===== src/rtl/sidu_pkg.sv =====
// shared constants for the signed divider unit
// no dependencies; imported by the top level and its checker
package sidu_pkg;

  // register stages around the bit steps: operand magnitude stage and output register
  localparam int unsigned SIDU_EXTRA_STAGES = 2;

endpackage


===== src/rtl/signed_int32_divider_unit.sv =====
// an accepted item passes the magnitude stage, each bit-step stage and the output register before out_valid
// throughput: one item per cycle when not stalled; one restoring compare-subtract per bit in its own stage
// stall from the output ripples back only through occupied stages, so bubbles are filled
// zero divisor and minimum divided by minus one give the largest positive value
// reset (rst, synchronous) clears all stage valid bits; data registers are not reset
// signed pipelined restoring divider, one bit step per register stage
// depends on sidu_pkg
module signed_int32_divider_unit
  import sidu_pkg::*;
#(
  parameter int unsigned DATA_WIDTH = 32
) (
  input  logic                  clk,
  input  logic                  rst,
  input  logic                  in_valid,
  output logic                  in_stall,
  input  logic [DATA_WIDTH-1:0] dividend,
  input  logic [DATA_WIDTH-1:0] divisor,
  output logic                  out_valid,
  input  logic                  out_stall,
  output logic [DATA_WIDTH-1:0] quotient
);

  localparam int unsigned W = DATA_WIDTH;
  localparam int unsigned NSTG = W + SIDU_EXTRA_STAGES;
  localparam logic [W-1:0] TOP_VAL = {1'b1, {(W-1){1'b0}}};
  localparam logic [W-1:0] MAX_POS = {1'b0, {(W-1){1'b1}}};

  // stage 0 holds magnitudes, stages 1..W hold bit steps, stage W+1 is the output
  logic [NSTG-1:0] valid;
  logic [NSTG-1:0] load;
  logic [W-1:0]    rem [0:W];
  logic [W-1:0]    dq  [0:W];
  logic [W-1:0]    dm  [0:W];
  logic            neg [0:W];

  logic [W-1:0] dividend_mag;
  logic [W-1:0] divisor_mag;
  logic [W-1:0] q_mag;
  logic [W-1:0] quotient_next;

  // a stage loads when it is empty or its content moves on
  assign load[NSTG-1] = !valid[NSTG-1] || !out_stall;
  generate
    for (genvar s = 0; s < NSTG - 1; s++) begin : g_load
      assign load[s] = !valid[s] || load[s+1];
    end
  endgenerate

  assign in_stall  = !load[0];
  assign out_valid = valid[NSTG-1];

  // valid bits travel with the data
  always_ff @(posedge clk) begin
    if (rst) begin
      valid <= '0;
    end else begin
      if (load[0]) begin
        valid[0] <= in_valid;
      end
      for (int s = 1; s < NSTG; s++) begin
        if (load[s]) begin
          valid[s] <= valid[s-1];
        end
      end
    end
  end

  // operand magnitudes
  assign dividend_mag = dividend[W-1] ? (~dividend + 1'b1) : dividend;
  assign divisor_mag  = divisor[W-1]  ? (~divisor + 1'b1)  : divisor;

  always_ff @(posedge clk) begin
    if (load[0]) begin
      rem[0] <= '0;
      dq[0]  <= dividend_mag;
      dm[0]  <= divisor_mag;
      neg[0] <= dividend[W-1] ^ divisor[W-1];
    end
  end

  // bit steps: shift in the next dividend bit, subtract when it fits
  generate
    for (genvar k = 1; k <= W; k++) begin : g_step
      logic [W-1:0] trial;
      logic         fits;
      assign trial = {rem[k-1][W-2:0], dq[k-1][W-1]};
      assign fits  = (trial >= dm[k-1]);
      always_ff @(posedge clk) begin
        if (load[k]) begin
          rem[k] <= fits ? (trial - dm[k-1]) : trial;
          dq[k]  <= {dq[k-1][W-2:0], fits};
          dm[k]  <= dm[k-1];
          neg[k] <= neg[k-1];
        end
      end
    end
  endgenerate

  // sign correction and saturation
  assign q_mag = dq[W];
  always_comb begin
    if (neg[W]) begin
      quotient_next = (q_mag > TOP_VAL) ? MAX_POS : (~q_mag + 1'b1);
    end else begin
      quotient_next = (q_mag > MAX_POS) ? MAX_POS : q_mag;
    end
  end

  always_ff @(posedge clk) begin
    if (load[NSTG-1]) begin
      quotient <= quotient_next;
    end
  end

endmodule


===== config.mk =====
export PLATFORM = sky130hd
export DESIGN_NAME = signed_int32_divider_unit
export DESIGN_NICKNAME = d
export VERILOG_FILES = /design/src/rtl/sidu_pkg.sv /design/src/rtl/signed_int32_divider_unit.sv
export SDC_FILE = /design/constraint.sdc
export NUM_CORES = 2
export LEC_CHECK = 0
export ABC_AREA = 1
export ABC_CLOCK_PERIOD_IN_PS = 28300
export BUFFER_PORTS_ARGS = -buffer_cell sky130_fd_sc_hd__buf_4
export CAP_MARGIN = 20
export CORE_MARGIN = 1.5
export CORE_UTILIZATION = 50
export CTS_BUF_LIST = sky130_fd_sc_hd__clkbuf_4 sky130_fd_sc_hd__clkbuf_8
export DETAILED_ROUTE_END_ITERATION = 6
export PLACE_DENSITY = 0.65
export REMOVE_ABC_BUFFERS = 1
export SETUP_SLACK_MARGIN = 0.2
export SYNTH_ARGS = -nofsm -noshare
export SYNTH_HDL_FRONTEND = slang
export SYNTH_SLANG_ARGS = --single-unit

===== constraint.sdc =====
create_clock -name clk -period 28.3 [get_ports clk]
set_clock_uncertainty 0.05 [all_clocks]
set_input_delay 1.415 -clock clk [delete_from_list [all_inputs] [get_ports clk]]
set_output_delay 1.415 -clock clk [all_outputs]
set_load 0.05 [all_outputs]

==> impl_metrics.toml <==
[status]
status = "finished, final reports clean"

[global_routing]
grt_max_degree = 98
overflow = 0
grt_pass1_vias = 98300
antenna_found_initial = 3
grt_usage_pct = 21.1
grt_pass1_wl_um = 518000

[die]
die_h_um = 553
die_x_um = 553
rows = 201
io_pins = 102
dieArea_sq_mm = 0.306
initial_utilization_pct = 50.4
core_area_sq_mm = 0.301

[worst_setup_path]
ff2ff_setup_slack_ns = 19.49
critical-path-top-delay-family = "simple AND/OR/NAND/NOR gates"
worst-path-buf-inv = 3
r2r-end = "dm[0][62]"
path_class = "reg -> out"
crit_path_top_delay_cell = "nand3_2"
crit_required_ns = 26.84
worstPathMaxFanout = 43
critPathLaunchType = "register"
rr_worst_depth = 19
arrival_ns = 9.24
slowest_delay_ns = 0.76
r2r-start = "valid[33]"
cp_cell_sequence = "nand3_2, nor2_4, nand4_4, nor2_4, nand4_4, nor2_4, nand4_4, nor2_4, nand4_4, buf_4, nor2_4, nand4_4, nor2_4, nand4_4, nor2_4, nand4_4, nor2_4, nand4_4, inv_1, buf_4"
critPathCaptureType = "output pin"

[timing]
clock.fmax_ghz = 0.0934
rsz0062_at_grt = "false"
tightestPinTransition_ns = 1.15
final.setup.tns_ns = 0
finalSetupViolations = 0
fin_crit_sh_pct = 37.8
final.min_clock_period_ns = 10.70
slew_violations = 0
hold_violations = 0
slew_headroom_pct = 23.3

[pwr]
power_frac_seq_pct = 46.9
finalPower_mw = 13.0
p_int_mw = 9.05
switching_share_pct = 30.3
ir_worst_vdd_mv = 0.0486
cellPowerDensity_mw_per_mm2 = 77.4
p_clk_share_pct = 31.3
power.switching_mw = 3.94
p_leak_nw = 72.9
power_frac_comb_pct = 21.7

[synthesis]
ys_types = 47
synth-seq-cells = 3140
synth_top_family_by_area = "compound AO/OA/AOI/OAI gates"
yosysSeqAreaShare_pct = 62.0
synth-main-ff-cell = "edfxtp_1"
synthSimpleGateAreaFrac_pct = 9.01
synth_xor_area_share_pct = 5.24
synth_compound_area_share_pct = 10.3
yosysWarningCount = 0
synthAdderAreaFrac_pct = 8.63
muxShareOfSynthArea_pct = 0
syn_area_sq_mm = 0.152
synth-async-reset-ratio_pct = 0
netlist_instances = 13200
syn_area_per_cell_sq_um = 11.5
synth-edff-count = 3106

[placement]
gp_congestion = 0.920
dpl-instance-area_sq_mm = 0.157
dp.cells = 17100
numPortBuffers = 101
hpwl_um = 252000

[finish]
fin_cells = 18100
syn_to_final_growth_pct = 10.8
layout-drive-gt1-share_pct = 7.50
design_area_sq_mm = 0.168
nNetsFinal = 14800

[worst_hold_path]
hold_depth = 0
hold_path.startpoint = "dq[0][926]"
hold_path.class = "reg -> reg"
holdPathEnd = "dq[0][959]"

[route]
vias_per_cell = 5.38
drc = 0
drt-initial-drc-count = 6315
drt-total-wl_um = 329000
num_vias = 97200
ant_nets = 0
wl_per_cell_um = 18.2
dr.pass1.iters = 6

[clocking]
worstSkewPairLatency_ns = 1.16
cts_hold_buffers = 0
cts_buffer_depth = 4
cts_resized = 0
cts.sink_count = 3140
cts_max_level = 6
clkSlewWorstSetupHoldPaths_ns = 0.06
cts_tree = "yes"
numCtsBuffers = 533
cts_setup_buffers = 0
clockRootBuffer = "clkbuf_8"

[run]
drv_cap = 0
[synthesized netlist by cell type, drive strengths merged (2+ instances only)]
cell type     n  area, sq um
xor2        362         3170
nand3       302         1520
xnor2       544         4760
nor3b         3         22.5
a31oi       104          651
nor4         66          413
o311ai       11         96.3
nand3b        6         45.0
o31ai       102          766
inv        1706         6400
o21ai      1273         6370
o221ai       25          219
nand4        57          468
fa           30          601
o2111ai       2         17.5
o22ai        11         68.8
nor3        121          606
nor2        558         2150
clkbuf      133          499
dfxtp        34          681
buf          67          305
clkinv        5         18.8
a221oi       31          272
o41ai         2         17.5
a21o         35          263
nand2      2227         8360
edfxtp     3106        93300
o21a         69          518
o21bai       51          383
ha          997        12500
a21oi      1035         5190
a21boi       46          345
o211ai       17          128
or2           7         43.8
a211oi       46          345
[through the flow]
step                setup WS (ns)  hold WS, ns  utilization, %
global route                16.73        0.310            55.9
CTS                         17.24        0.253            55.8
global placement            17.59        0.351            52.3
detailed placement          17.39        0.355            52.3
finish                      17.60        0.327            55.9
floorplan                   11.96        0.350               -
[cell families after synthesis]
kind of cell,count (synthesis)
simple gates,3350
flops,3140
compound gates,2862
buf+inv,1911
xor+xnor,906
fa+ha+maj,1027
[how the worst max path moves through the flow]
stage / from / to / depth (start not counted)
after global routing: valid[33] / in_stall / 20
after floorplan: out_stall / in_stall / 18
after CTS: valid[33] / in_stall / 20
after global placement: out_stall / in_stall / 21
after detailed placement: out_stall / in_stall / 21
final: valid[33] / in_stall / 20
[placed cells by master (no fill, tap or decap), drive strengths merged, types with 51 or more instances in the layout]
master  instances
inv          1736
xor2          362
o21a           69
nand2        2227
ha            997
a21oi        1035
o31ai         102
nand4          57
nand3         302
a31oi         104
buf           172
clkinv        172
edfxtp       3106
nor4           66
xnor2         544
nor3          121
nor2          558
o21bai         51
clkbuf        712
o21ai        1273
[final cells by class]
cell class | count | area, sq um
Fill cell | 24600 | 133000
Sequential cell | 3140 | 94000
Multi-Input combinational cell | 8145 | 50500
Clock buffer | 711 | 8750
Inverter | 1711 | 6440
Tap cell | 3958 | 4950
Clock inverter | 220 | 1980
Timing Repair Buffer | 173 | 1360
Antenna cell | 3 | 7.51
[power by group through the flow]
stage	Sequential [mW]	Clock (mW)	Combinational (mW)
global route	6.14	4.40	3.20
global placement	6.19	0	2.70
CTS	6.11	4.20	2.81
finish	6.10	4.07	2.82
floorplan	6.05	0	2.14
detailed placement	6.20	0	2.79
[state kept, by name, summed over array words and instances, names as in the netlist]
name,cells
rem,961
neg,33
quotient,32
valid,34
dm,1024
dq,1056
[layer usage]
metal	GRT usage, %	wire, um	up-vias	share of wire [%]
li1	-	-	47600	-
met1	23.3	127000	46400	39
met2	39.5	172000	2419	52
met3	3.00	13800	860	4.2
met4	10.5	15900	0	4.9
met5	0	0	-	0
Power figures use the tool's default switching activity.
